File: src/rtl/frc_pkg.sv
package frc_pkg;

  localparam int DATA_WIDTH_DEF = 32;

  typedef struct packed {
    logic busy;
    logic done;
  } frc_stat_t;

endpackage

File: src/rtl/frc_if.sv
interface frc_in_if #(
  parameter int W = frc_pkg::DATA_WIDTH_DEF
);
  logic                valid;
  logic                ready;
  logic signed [W-1:0] numerator;
  logic signed [W-1:0] denominator;

  modport source (output valid, output numerator, output denominator, input ready);
  modport sink (input valid, input numerator, input denominator, output ready);
  modport mon (input valid, input numerator, input denominator, input ready);
endinterface

interface frc_out_if #(
  parameter int W = frc_pkg::DATA_WIDTH_DEF
);
  logic                valid;
  logic                ready;
  logic signed [W-1:0] reduced_numerator;
  logic        [W-2:0] reduced_denominator;
  logic                is_whole;
  logic                divide_by_zero;

  modport source (output valid, output reduced_numerator, output reduced_denominator,
                  output is_whole, output divide_by_zero, input ready);
  modport sink (input valid, input reduced_numerator, input reduced_denominator,
                input is_whole, input divide_by_zero, output ready);
  modport mon (input valid, input reduced_numerator, input reduced_denominator,
               input is_whole, input divide_by_zero, input ready);
endinterface

File: src/rtl/fraction_reducer_top.sv
// sequence: a zero or out-of-range input goes from input accept straight to the result state,
//   else binary gcd steps, then shifts that restore the common power of two, then
//   restoring division steps for numerator and denominator on the shared subtractor
// throughput: one item at a time, the next item is taken in the cycle the result shows
//   once the result register is free
// reset: synchronous active-low rst_n clears the sequencer and the output valid
module fraction_reducer_top #(
  parameter int DATA_WIDTH = frc_pkg::DATA_WIDTH_DEF
) (
  input logic   clk,
  input logic   rst_n,
  frc_in_if.sink  in_ch,
  frc_out_if.source out_ch
);
  import frc_pkg::*;

  frc_stat_t stat;
  logic      start, out_free;
  logic signed [DATA_WIDTH-1:0] res_num;
  logic        [DATA_WIDTH-2:0] res_den;
  logic                         res_whole, res_dz;

  logic                         out_valid_r;
  logic signed [DATA_WIDTH-1:0] out_num_r;
  logic        [DATA_WIDTH-2:0] out_den_r;
  logic                         out_whole_r, out_dz_r;

  assign out_free    = !out_valid_r || out_ch.ready;
  assign in_ch.ready = !stat.busy && out_free;
  assign start       = in_ch.valid && in_ch.ready;

  frc_core #(.W(DATA_WIDTH)) u_core (
    .clk         (clk),
    .rst_n       (rst_n),
    .start       (start),
    .numerator   (in_ch.numerator),
    .denominator (in_ch.denominator),
    .out_free    (out_free),
    .stat        (stat),
    .res_num     (res_num),
    .res_den     (res_den),
    .res_whole   (res_whole),
    .res_dz      (res_dz)
  );

  always_ff @(posedge clk) begin
    if (!rst_n) begin
      out_valid_r <= 1'b0;
    end else if (stat.done) begin
      out_valid_r <= 1'b1;
    end else if (out_ch.ready) begin
      out_valid_r <= 1'b0;
    end
  end

  always_ff @(posedge clk) begin
    if (stat.done) begin
      out_num_r   <= res_num;
      out_den_r   <= res_den;
      out_whole_r <= res_whole;
      out_dz_r    <= res_dz;
    end
  end

  assign out_ch.valid               = out_valid_r;
  assign out_ch.reduced_numerator   = out_num_r;
  assign out_ch.reduced_denominator = out_den_r;
  assign out_ch.is_whole            = out_whole_r;
  assign out_ch.divide_by_zero      = out_dz_r;

endmodule

File: src/rtl/frc_core.sv
module frc_core #(
  parameter int W = frc_pkg::DATA_WIDTH_DEF
) (
  input  logic                 clk,
  input  logic                 rst_n,
  input  logic                 start,
  input  logic signed [W-1:0]  numerator,
  input  logic signed [W-1:0]  denominator,
  input  logic                 out_free,
  output frc_pkg::frc_stat_t   stat,
  output logic signed [W-1:0]  res_num,
  output logic        [W-2:0]  res_den,
  output logic                 res_whole,
  output logic                 res_dz
);
  import frc_pkg::*;

  localparam int CW = $clog2(W + 1);

  typedef enum logic [5:0] {
    S_IDLE = 6'b000001,
    S_GCD  = 6'b000010,
    S_SHL  = 6'b000100,
    S_DIVN = 6'b001000,
    S_DIVD = 6'b010000,
    S_FIN  = 6'b100000
  } state_t;

  state_t state_r, state_nxt;

  logic [W-1:0]  a_r, a_nxt, b_r, b_nxt, rem_r, rem_nxt, q_r, q_nxt;
  logic [W-1:0]  qn_r, qn_nxt, dmag_r, dmag_nxt;
  logic [CW-1:0] k_r, k_nxt, cnt_r, cnt_nxt;
  logic          neg_r, neg_nxt;
  logic signed [W-1:0] res_num_r, res_num_nxt;
  logic [W-2:0]  res_den_r, res_den_nxt;
  logic          res_whole_r, res_whole_nxt, res_dz_r, res_dz_nxt;

  logic [W-1:0]  n_u, d_u, nmag, dmag, min_val, q_new;
  logic [W:0]    sub_a, sub_b, diff, t;
  logic          borrow, eq;

  assign n_u     = numerator;
  assign d_u     = denominator;
  assign nmag    = n_u[W-1] ? (~n_u + 1'b1) : n_u;
  assign dmag    = d_u[W-1] ? (~d_u + 1'b1) : d_u;
  assign min_val = {1'b1, {(W-1){1'b0}}};

  // one shared subtractor for gcd steps and both divisions
  assign t      = {rem_r, q_r[W-1]};
  assign sub_a  = (state_r == S_GCD) ? {1'b0, a_r} : t;
  assign sub_b  = (state_r == S_GCD) ? {1'b0, b_r} : {1'b0, a_r};
  assign diff   = sub_a - sub_b;
  assign borrow = diff[W];
  assign eq     = (diff == '0);
  assign q_new  = {q_r[W-2:0], ~borrow};

  always_comb begin
    state_nxt     = state_r;
    a_nxt         = a_r;
    b_nxt         = b_r;
    rem_nxt       = rem_r;
    q_nxt         = q_r;
    qn_nxt        = qn_r;
    dmag_nxt      = dmag_r;
    k_nxt         = k_r;
    cnt_nxt       = cnt_r;
    neg_nxt       = neg_r;
    res_num_nxt   = res_num_r;
    res_den_nxt   = res_den_r;
    res_whole_nxt = res_whole_r;
    res_dz_nxt    = res_dz_r;
    unique case (state_r)
      S_IDLE: begin
        if (start) begin
          neg_nxt       = n_u[W-1] ^ d_u[W-1];
          a_nxt         = nmag;
          b_nxt         = dmag;
          q_nxt         = nmag;
          dmag_nxt      = dmag;
          k_nxt         = '0;
          cnt_nxt       = '0;
          rem_nxt       = '0;
          res_num_nxt   = '0;
          res_den_nxt   = '0;
          res_whole_nxt = 1'b0;
          res_dz_nxt    = 1'b0;
          if (d_u == '0) begin
            res_dz_nxt = 1'b1;
            state_nxt  = S_FIN;
          end else if (n_u == min_val || d_u == min_val) begin
            state_nxt = S_FIN;
          end else if (n_u == '0) begin
            res_den_nxt   = {{(W-2){1'b0}}, 1'b1};
            res_whole_nxt = 1'b1;
            state_nxt     = S_FIN;
          end else begin
            state_nxt = S_GCD;
          end
        end
      end
      S_GCD: begin
        if (eq) begin
          state_nxt = S_SHL;
        end else if (!a_r[0] && !b_r[0]) begin
          a_nxt = a_r >> 1;
          b_nxt = b_r >> 1;
          k_nxt = k_r + 1'b1;
        end else if (!a_r[0]) begin
          a_nxt = a_r >> 1;
        end else if (!b_r[0]) begin
          b_nxt = b_r >> 1;
        end else if (borrow) begin
          a_nxt = b_r;
          b_nxt = a_r;
        end else begin
          a_nxt = diff[W-1:0] >> 1;
        end
      end
      S_SHL: begin
        if (k_r == '0) begin
          rem_nxt   = '0;
          cnt_nxt   = '0;
          state_nxt = S_DIVN;
        end else begin
          a_nxt = a_r << 1;
          k_nxt = k_r - 1'b1;
        end
      end
      S_DIVN, S_DIVD: begin
        rem_nxt = borrow ? t[W-1:0] : diff[W-1:0];
        q_nxt   = q_new;
        cnt_nxt = cnt_r + 1'b1;
        if (cnt_r == CW'(W - 1)) begin
          if (state_r == S_DIVN) begin
            qn_nxt    = q_new;
            q_nxt     = dmag_r;
            rem_nxt   = '0;
            cnt_nxt   = '0;
            state_nxt = S_DIVD;
          end else begin
            res_num_nxt   = neg_r ? (~qn_r + 1'b1) : qn_r;
            res_den_nxt   = q_new[W-2:0];
            res_whole_nxt = (q_new == {{(W-1){1'b0}}, 1'b1});
            state_nxt     = S_FIN;
          end
        end
      end
      S_FIN: begin
        if (out_free) begin
          state_nxt = S_IDLE;
        end
      end
      default: begin
        state_nxt = S_IDLE;
      end
    endcase
  end

  always_ff @(posedge clk) begin
    if (!rst_n) begin
      state_r <= S_IDLE;
    end else begin
      state_r <= state_nxt;
    end
  end

  always_ff @(posedge clk) begin
    a_r         <= a_nxt;
    b_r         <= b_nxt;
    rem_r       <= rem_nxt;
    q_r         <= q_nxt;
    qn_r        <= qn_nxt;
    dmag_r      <= dmag_nxt;
    k_r         <= k_nxt;
    cnt_r       <= cnt_nxt;
    neg_r       <= neg_nxt;
    res_num_r   <= res_num_nxt;
    res_den_r   <= res_den_nxt;
    res_whole_r <= res_whole_nxt;
    res_dz_r    <= res_dz_nxt;
  end

  assign stat.busy = (state_r != S_IDLE);
  assign stat.done = (state_r == S_FIN) && out_free;
  assign res_num   = res_num_r;
  assign res_den   = res_den_r;
  assign res_whole = res_whole_r;
  assign res_dz    = res_dz_r;

endmodule

File: src/flat_wrapper.sv
// flat-port wrapper written by rule: the top's interface ports become plain ports
module fraction_reducer_top_flat import frc_pkg::*;
#(
  parameter int DATA_WIDTH = frc_pkg::DATA_WIDTH_DEF
)
  (clk, rst_n, in_ch_valid, in_ch_numerator, in_ch_denominator, in_ch_ready, out_ch_valid, out_ch_reduced_numerator, out_ch_reduced_denominator, out_ch_is_whole, out_ch_divide_by_zero, out_ch_ready);
  frc_in_if in_ch_i ();
  frc_out_if out_ch_i ();
  input logic clk;
  input logic rst_n;
  input wire logic [$bits(in_ch_i.valid)-1:0] in_ch_valid;
  input wire logic [$bits(in_ch_i.numerator)-1:0] in_ch_numerator;
  input wire logic [$bits(in_ch_i.denominator)-1:0] in_ch_denominator;
  output wire logic [$bits(in_ch_i.ready)-1:0] in_ch_ready;
  output wire logic [$bits(out_ch_i.valid)-1:0] out_ch_valid;
  output wire logic [$bits(out_ch_i.reduced_numerator)-1:0] out_ch_reduced_numerator;
  output wire logic [$bits(out_ch_i.reduced_denominator)-1:0] out_ch_reduced_denominator;
  output wire logic [$bits(out_ch_i.is_whole)-1:0] out_ch_is_whole;
  output wire logic [$bits(out_ch_i.divide_by_zero)-1:0] out_ch_divide_by_zero;
  input wire logic [$bits(out_ch_i.ready)-1:0] out_ch_ready;
  assign in_ch_i.valid = in_ch_valid;
  assign in_ch_i.numerator = in_ch_numerator;
  assign in_ch_i.denominator = in_ch_denominator;
  assign in_ch_ready = in_ch_i.ready;
  assign out_ch_valid = out_ch_i.valid;
  assign out_ch_reduced_numerator = out_ch_i.reduced_numerator;
  assign out_ch_reduced_denominator = out_ch_i.reduced_denominator;
  assign out_ch_is_whole = out_ch_i.is_whole;
  assign out_ch_divide_by_zero = out_ch_i.divide_by_zero;
  assign out_ch_i.ready = out_ch_ready;
  fraction_reducer_top #(.DATA_WIDTH(DATA_WIDTH)) u_core (.clk(clk), .rst_n(rst_n), .in_ch(in_ch_i), .out_ch(out_ch_i));
endmodule
File: config.mk
export PLATFORM = sky130hd
export DESIGN_NAME = fraction_reducer_top_flat
export DESIGN_NICKNAME = d
export VERILOG_FILES = /design/src/rtl/frc_pkg.sv /design/src/rtl/frc_if.sv /design/src/rtl/fraction_reducer_top.sv /design/src/rtl/frc_core.sv /design/src/flat_wrapper.sv
export SDC_FILE = /design/constraint.sdc
export NUM_CORES = 1
export LEC_CHECK = 0
export BUFFER_PORTS_ARGS = -buffer_cell sky130_fd_sc_hd__buf_2
export CAP_MARGIN = 30
export CORE_ASPECT_RATIO = 1.4
export CORE_MARGIN = 2
export CORE_UTILIZATION = 47
export DETAILED_ROUTE_END_ITERATION = 16
export PLACE_DENSITY_LB_ADDON = 0.08
export SLEW_MARGIN = 10
export SYNTH_ARGS = -nofsm -noshare
export SYNTH_HDL_FRONTEND = slang
export SYNTH_SLANG_ARGS = --single-unit
File: constraint.sdc
create_clock -name clk -period 15.4 [get_ports clk]
set_clock_uncertainty 0.15 [all_clocks]
set_input_delay 0.77 -clock clk [delete_from_list [all_inputs] [get_ports clk]]
set_output_delay 0.77 -clock clk [all_outputs]
set_load 0.05 [all_outputs]
==> run summary, run 1 <==
DRC violations left -> 0
final core occ -> 54.0%
Die Wd -> 171 um
post-synthesis cell area -> 18400 um^2
Inst Count DP -> 2259
CP Launch Type -> register
Primary FF master, synth -> edfxtp_1
antenna-violating nets left -> 0
outcome -> completed
post-CTS sizing -> 0
fin nets -> 1885
Slew @ Worst Pin -> 0.894 ns
postcts setup bufs -> 0
register area share after synthesis -> 55.4%
Hold-fix buffers, CTS -> 0
worst hold start -> u_core.u_core.res_num[12]$_SDFFCE_PP0P_
worst slew margin relative to its limit -> 40.4%
total congestion overflow -> 0
# port buffers -> 134
Avg WL per Cell -> 20.1 um
crit-path max cell delay -> 0.69 ns
hold crit path type -> register to register
Critical path origin -> u_core.u_core.state_r[5]$_SDFFE_PN0P_
hold depth -> 0
CTS tree -> built
GPL Wtd Cong -> 0.935
Area Overhead vs Synth -> 13.1%
WP data required -> 15.40 ns
Max Root-Sink Buffers -> 3
CP delay by family, top -> simple AND/OR/NAND/NOR gates
initial antenna violation count -> 2
Initial Util -> 47.7%
Fin. Hold Viols -> 0
fillers -> 3432
RR Startpoint -> u_core.u_core.state_r[5]$_SDFFE_PN0P_
CP arrival -> 6.31 ns
WL final -> 46700 um
layout cells sized above 1 -> 14.1%
DP HPWL -> 34400 um
Slowest cell on crit path -> nor3_1
TritonCTS buffer count -> 34
Crit Path Category -> register to register
clock root buffer -> clkbuf_16
Max VDD drop -> 174 uV
Pre-Repair DR Iteration Count -> 7
WP depth -> 20
# IOs -> 135
Yosys warnings -> 0
minimum clock period -> 6.31 ns
GRT Overall Usage -> 23.0%
r2r worst-path depth -> 20
Post-synth EDFFs -> 335
Critical path buffers and inverters -> 3
Placed Area -> 19600 um^2
via count -> 13400
Yosys reg bits -> 342
P per Cell Area -> 206 nW/um^2
Max Slew Vio Count -> 0
fin cells -> 2325
Post-Syn Area per Cell -> 11.0 um^2
core area -> 38600 um^2
RSZ-0062 raised after global routing -> no
Highest Clock Rate -> 158 MHz
first-pass GRT wire length -> 73100 um
Iter 0 DRT Violations -> 1137
leakage -> 7.57 nW
crit-path cells -> or4_1, nor3b_2, buf_12, nand2_1, nand2_1, ha_1, inv_1, fa_1, a211o_1, a211o_1, a21oi_2, nor3_1, nor2_1, o41ai_1, a21oi_1, xnor2_2, inv_2, nand3b_2, nor3b_4, nor3_1
setup TNS -> 0 ns
vias per cell -> 5.76
Die Area -> 40800 um^2
synth unique cells -> 81
vias in the first global route -> 12800
worst-path maximum fanout -> 129
design area -> 20800 um^2
Final Setup Violations -> 0
Max Cap Viol -> 0
H-tree levels -> 2
Tcrit/Tclk final -> 41.0%
ys async rst share -> 0%
CTS clk-pin slew, worst paths -> 0.06 ns
syn nets -> 1786
pin count of the biggest net entering global routing -> 130
CTS Sinks -> 342
Synth Instances -> 1675
nature of the critical path endpoint -> register
clk_lat worst skew -> 0.53 ns
die height -> 238 um
row count -> 85
-- flip-flops by register name, summed over array words and instances (netlist names), 32 cells and up --
| signal | flops |
|---|---|
| u_core.out_ch.reduced_numerator | 32 |
| u_core.u_core.a_r | 32 |
| u_core.u_core.b_r | 32 |
| u_core.u_core.dmag_r | 32 |
| u_core.u_core.q_r | 32 |
| u_core.u_core.qn_r | 32 |
| u_core.u_core.rem_r | 32 |
| u_core.u_core.res_num | 32 |
-- power breakdown --
part / total (W) / switching (W) / internal (W) / leakage, nW
registers: 0.00156 / 0.000179 / 0.00138 / 3.26
logic: 0.00186 / 0.00123 / 0.000631 / 3.74
clock network: 0.000872 / 0.000371 / 0.000501 / 0.568
total: 0.00429 / 0.00178 / 0.00252 / 7.57
-- cells by family after synthesis --
kind of cell | share of synthesized area (%)
flops | 55.4
simple gates | 14.0
compound gates | 14.6
xor+xnor | 5.70
buf+inv | 2.51
mux | 4.78
fa+ha+maj | 3.00
-- metrics by stage --
stage          power [W]  worst slack (ns)  hold WS, ns
2_1_floorplan    0.00290              8.11        0.250
3_3_place_gp     0.00341              9.21        0.251
3_5_place_dp     0.00342              9.09        0.255
4_1_cts          0.00430              9.08        0.269
5_1_grt          0.00457              8.73        0.272
6_report         0.00429              9.09        0.267
-- final timing paths --
kind	to	slack [ns]
max	u_core.u_core.k_r[3]$_SDFFCE_PP0P_	9.09
min	u_core.out_ch.reduced_numerator[12]$_DFFE_PP_	0.27
max reg2reg	u_core.u_core.k_r[3]$_SDFFCE_PP0P_	9.09
min reg2reg	u_core.out_ch.reduced_numerator[12]$_DFFE_PP_	0.27
-- area by class of cell --
cell class | instances | area, um^2 | area share [%]
repair buffers | 155 | 852 | 4.09
well taps | 522 | 653 | 3.13
flip-flops and latches | 342 | 10200 | 48.9
multi-input cells | 1214 | 7850 | 37.7
inverters | 27 | 101 | 0.486
diodes | 3 | 7.51 | 0.0360
clock buffers | 38 | 908 | 4.36
clock inverters | 24 | 269 | 1.29
-- per-layer routing --
metal	GRT usage [%]	part of all wire, %	up-vias
met1	30.1	42	6435
met4	8.73	3.4	0
li1	-	-	6467
met3	2.69	5.1	99
met5	0	0	-
met2	39.0	49	393
-- cells in the final DEF, fill, tap and decap left out, types with 6 or more instances in the layout --
master,netlist,final
a211oi_1,7,7
a21boi_0,14,14
a21o_1,18,18
a21oi_1,117,117
a222oi_1,25,25
a22oi_1,6,6
and2_1,36,35
buf_2,12,134
buf_4,0,18
clkbuf_16,0,36
clkinv_2,0,7
dfxtp_1,7,7
edfxtp_1,335,335
ha_1,41,41
inv_1,25,25
mux2i_1,88,88
nand2_1,233,233
nand2b_1,12,12
nand3_1,10,10
nand3b_1,7,7
nand4_1,8,8
nor2_1,132,128
nor2b_1,7,7
nor3_1,23,22
nor4_1,23,23
o211ai_1,6,6
o21a_1,10,10
o21ai_0,95,95
o21ai_1,22,21
o31ai_1,25,25
o41ai_1,10,10
or3_1,13,13
or4_1,13,13
xnor2_1,73,72
xor2_1,47,47
-- worst reg2reg max path, cell delays in order, from the launching register on --
cell,delay [ns]
dfxtp_1,0.34
or4_1,0.54
nor3b_2,0.24
buf_12,0.50
nand2_1,0.17
nand2_1,0.10
ha_1,0.14
inv_1,0.05
fa_1,0.41
a211o_1,0.33
a211o_1,0.39
a21oi_2,0.33
nor3_1,0.10
nor2_1,0.18
o41ai_1,0.13
a21oi_1,0.33
xnor2_2,0.17
inv_2,0.27
nand3b_2,0.30
nor3b_4,0.09
nor3_1,0.69
-- Yosys cell counts, types with 7 or more instances --
master | n | area share (%)
edfxtp_1 | 335 | 55
buf_2 | 12 | 0.33
a222oi_1 | 25 | 1.4
or4_1 | 13 | 0.53
a21boi_0 | 14 | 0.57
a21oi_1 | 117 | 3.2
nor3_1 | 23 | 0.62
xor2_1 | 47 | 2.2
clkbuf_1 | 72 | 1.5
nor2_1 | 132 | 2.7
o41ai_1 | 10 | 0.48
mux2i_1 | 88 | 4.8
nand4_1 | 8 | 0.27
xnor2_1 | 73 | 3.5
o31ai_1 | 25 | 1.0
nand3b_1 | 7 | 0.29
nand2_1 | 233 | 4.7
o21ai_0 | 95 | 2.6
or3_1 | 13 | 0.44
a21o_1 | 18 | 0.73
o21ai_1 | 22 | 0.60
nor4_1 | 23 | 0.78
inv_1 | 25 | 0.51
ha_1 | 41 | 2.8
nand3_1 | 10 | 0.27
nor2b_1 | 7 | 0.24
buf_1 | 8 | 0.16
nand2b_1 | 12 | 0.41
a211oi_1 | 7 | 0.29
and2_1 | 36 | 1.2
o21a_1 | 10 | 0.41
dfxtp_1 | 7 | 0.76
Note: power is estimated with default switching activity, not from simulation.
==> run 2: changes to the inputs <==
- clock period: 15.4 -> 6.6 ns (I/O delays scaled with it)
==> run summary, run 2 (synthesis gave the netlist of run 1 again) <==
minimum clock period -> 6.07 ns (was 6.31 ns)
Iter 0 DRT Violations -> 1147 (was 1137)
Crit Path Category -> register to register (unchanged)
DRC violations left -> 0 (unchanged)
via count -> 13400 (about the same)
Avg WL per Cell -> 20.0 um (was 20.1 um)
Clk pwr share -> 18.9% (was 20.3%)
Slew @ Worst Pin -> 0.857 ns (was 0.894 ns)
Highest Clock Rate -> 165 MHz (was 158 MHz)
Initial Util -> 47.7% (unchanged)
M1 GR Usage -> 29.8% (was 30.1%)
RSZ-0062 raised after global routing -> no (unchanged)
Die Area -> 40800 um^2 (unchanged)
GRT Overall Usage -> 23.1% (was 23.0%)
outcome -> completed (unchanged)
TritonCTS buffer count -> 36 (was 34)
clk_lat worst skew -> 0.53 ns (about the same)
Slowest cell on crit path -> or4_1 (was nor3_1)
CTS clk-pin slew, worst paths -> 0.06 ns (about the same)
CP arrival -> 6.16 ns (was 6.31 ns)
post-CTS sizing -> 0 (unchanged)
WL final -> 46800 um (was 46700 um)
most common cell after layout, fill and taps aside -> edfxtp_1 (unchanged)
leakage -> 7.60 nW (was 7.57 nW)
Pre-Repair DR Iteration Count -> 8 (was 7)
worst-path maximum fanout -> 35 (was 129)
hold crit path type -> input pin to register (was register to register)
CTS Sinks -> 342 (unchanged)
Max Cap Viol -> 0 (unchanged)
FF-to-FF End -> u_core.u_core.a_r[2]$_DFFE_PP_ (was u_core.u_core.k_r[3]$_SDFFCE_PP0P_)
nature of the critical path endpoint -> register (unchanged)
# port buffers -> 134 (unchanged)
most frequent cells in the layout -> edfxtp_1 (335), nand2_1 (233), buf_2 (135) (was edfxtp_1 (335), nand2_1 (233), buf_2 (134))
Tcrit/Tclk final -> 92.0% (was 41.0%)
Max VDD drop -> 547 uV (was 174 uV)
area taken by flip-flops and latches -> 10200 um^2 (unchanged)
Seq pwr share -> 36.6% (was 36.4%)
worst hold start -> in_ch_denominator[19] (was u_core.u_core.res_num[12]$_SDFFCE_PP0P_)
postcts setup bufs -> 0 (unchanged)
M2 GR Usage -> 40.2% (was 39.0%)
vias per cell -> 5.73 (was 5.76)
first-pass GRT wire length -> 73500 um (was 73100 um)
Area Overhead vs Synth -> 13.3% (was 13.1%)
CP Launch Type -> register (unchanged)
initial antenna violation count -> 0 (was 2)
pin count of the biggest net entering global routing -> 95 (was 130)
crit-path cells -> or4_1, nor3b_2, buf_12, nand2_1, nand2_1, ha_1, inv_1, fa_1, a211o_1, a211o_1, a21oi_2, o21ai_1, xnor2_1, o211ai_1, a2111oi_2, o2111ai_1, nor4_4, nor3b_4, nor3_4, buf_4 (was or4_1, nor3b_2, buf_12, nand2_1, nand2_1, ha_1, inv_1, fa_1, a211o_1, a211o_1, a21oi_2, nor3_1, nor2_1, o41ai_1, a21oi_1, xnor2_2, inv_2, nand3b_2, nor3b_4, nor3_1)
RR Startpoint -> u_core.u_core.state_r[5]$_SDFFE_PN0P_ (unchanged)
Max Slew Vio Count -> 0 (unchanged)
fillers -> 3431 (was 3432)
DP HPWL -> 35000 um (was 34400 um)
vias in the first global route -> 13000 (was 12800)
setup TNS -> 0 ns (unchanged)
Fin. Hold Viols -> 0 (unchanged)
H-tree levels -> 2 (unchanged)
Final Setup Violations -> 0 (unchanged)
crit-path max cell delay -> 0.55 ns (was 0.69 ns)
Max Root-Sink Buffers -> 3 (unchanged)
switching power -> 0.00413 W (was 0.00178 W)
GPL Wtd Cong -> 0.889 (was 0.935)
worst slew margin relative to its limit -> 42.9% (was 40.4%)
row count -> 85 (unchanged)
# IOs -> 135 (unchanged)
CTS tree -> built (unchanged)
r2r worst-path depth -> 20 (unchanged)
met3 Track Usage GR -> 2.36% (was 2.69%)
final core occ -> 54.1% (was 54.0%)
fin nets -> 1903 (was 1885)
Hold-fix buffers, CTS -> 5 (was 0)
die height -> 238 um (unchanged)
Die Wd -> 171 um (unchanged)
Comb pwr share -> 44.5% (was 43.3%)
Multi-input gate area -> 7850 um^2 (about the same)
antenna-violating nets left -> 0 (unchanged)
P per Cell Area -> 476 nW/um^2 (was 206 nW/um^2)
layout cells sized above 1 -> 13.9% (was 14.1%)
core area -> 38600 um^2 (unchanged)
hold depth -> 2 (was 0)
CP delay by family, top -> simple AND/OR/NAND/NOR gates (unchanged)
Power Internal -> 0.00581 W (was 0.00252 W)
global route hottest layer -> met2 (unchanged)
total congestion overflow -> 0 (unchanged)
WP data required -> 6.69 ns (was 15.40 ns)
R2R Setup Slk -> 0.53 ns (was 9.09 ns)
switch share -> 41.6% (was 41.4%)
Critical path buffers and inverters -> 3 (unchanged)
WHS Endpoint -> u_core.u_core.dmag_r[19]$_DFFE_PP_ (was u_core.out_ch.reduced_numerator[12]$_DFFE_PP_)
clock root buffer -> clkbuf_16 (unchanged)
run 2: changes by cell type in the layout (fill, tap and decap cells not counted), moves of 3 or more:
cell,change
clkinv_2,-3
clkbuf_1,+7
buf_4,+9
clkinv_4,-3
bufinv_16,-4
dlygate4sd3_1,+5
clkinv_1,+6
run 2: cell type report:
type	count	share of cell area, %
well taps	522	3.13
clock inverters	17	0.437
inverters	27	0.485
diodes	1	0.0120
clock buffers	47	4.72
repair buffers	171	4.76
flip-flops and latches	342	48.8
multi-input cells	1214	37.6
run 2: metrics by stage:
| stage | worst slack [ns] | cell area [um^2] | hold slack, ns | power, W | cells |
|---|---|---|---|---|---|
| after floorplan | 0.0374 | 18400 | 0.250 | 0.00675 | 1675 |
| after global placement | 0.587 | 19700 | 0.251 | 0.00802 | 2268 |
| after detailed placement | 0.545 | 19700 | 0.255 | 0.00805 | 2269 |
| after CTS | 0.500 | 20900 | 0.00579 | 0.00995 | 2338 |
| after global routing | 0.120 | 20900 | 0.0239 | 0.0106 | 2340 |
| final | 0.529 | 20900 | 0.0246 | 0.00994 | 2341 |
run 2: worst max path at each step:
stage	start	cells past startpoint	endpoint	slack (ns)
3_3_place_gp	u_core.u_core.state_r[5]$_SDFFE_PN0P_	17	u_core.u_core.k_r[5]$_SDFFCE_PP0P_	0.59
2_1_floorplan	u_core.u_core.state_r[5]$_SDFFE_PN0P_	19	u_core.u_core.b_r[10]$_DFFE_PP_	0.04
3_5_place_dp	u_core.u_core.state_r[5]$_SDFFE_PN0P_	17	u_core.u_core.k_r[0]$_SDFFCE_PP0P_	0.55
6_report	u_core.u_core.state_r[5]$_SDFFE_PN0P_	20	u_core.u_core.a_r[2]$_DFFE_PP_	0.53
5_1_grt	u_core.u_core.state_r[3]$_SDFFE_PN0P_	20	u_core.u_core.a_r[14]$_DFFE_PP_	0.12
4_1_cts	u_core.u_core.state_r[5]$_SDFFE_PN0P_	17	u_core.u_core.k_r[3]$_SDFFCE_PP0P_	0.50
run 2: power groups by stage:
stage	clock network (W)	logic (W)	registers [W]
2_1_floorplan	0	0.00316	0.00359
3_3_place_gp	0	0.00435	0.00366
4_1_cts	0.00192	0.00439	0.00364
5_1_grt	0.00200	0.00490	0.00370
6_report	0.00188	0.00442	0.00364
3_5_place_dp	0	0.00437	0.00367
run 2: metal layers:
metal | routed length, um | vias to the layer above | share of wire [%]
met4 | 1470 | 0 | 3.1
met3 | 2120 | 70 | 4.5
met5 | 0 | - | 0
li1 | - | 6492 | -
met1 | 19900 | 6434 | 43
met2 | 23300 | 428 | 50
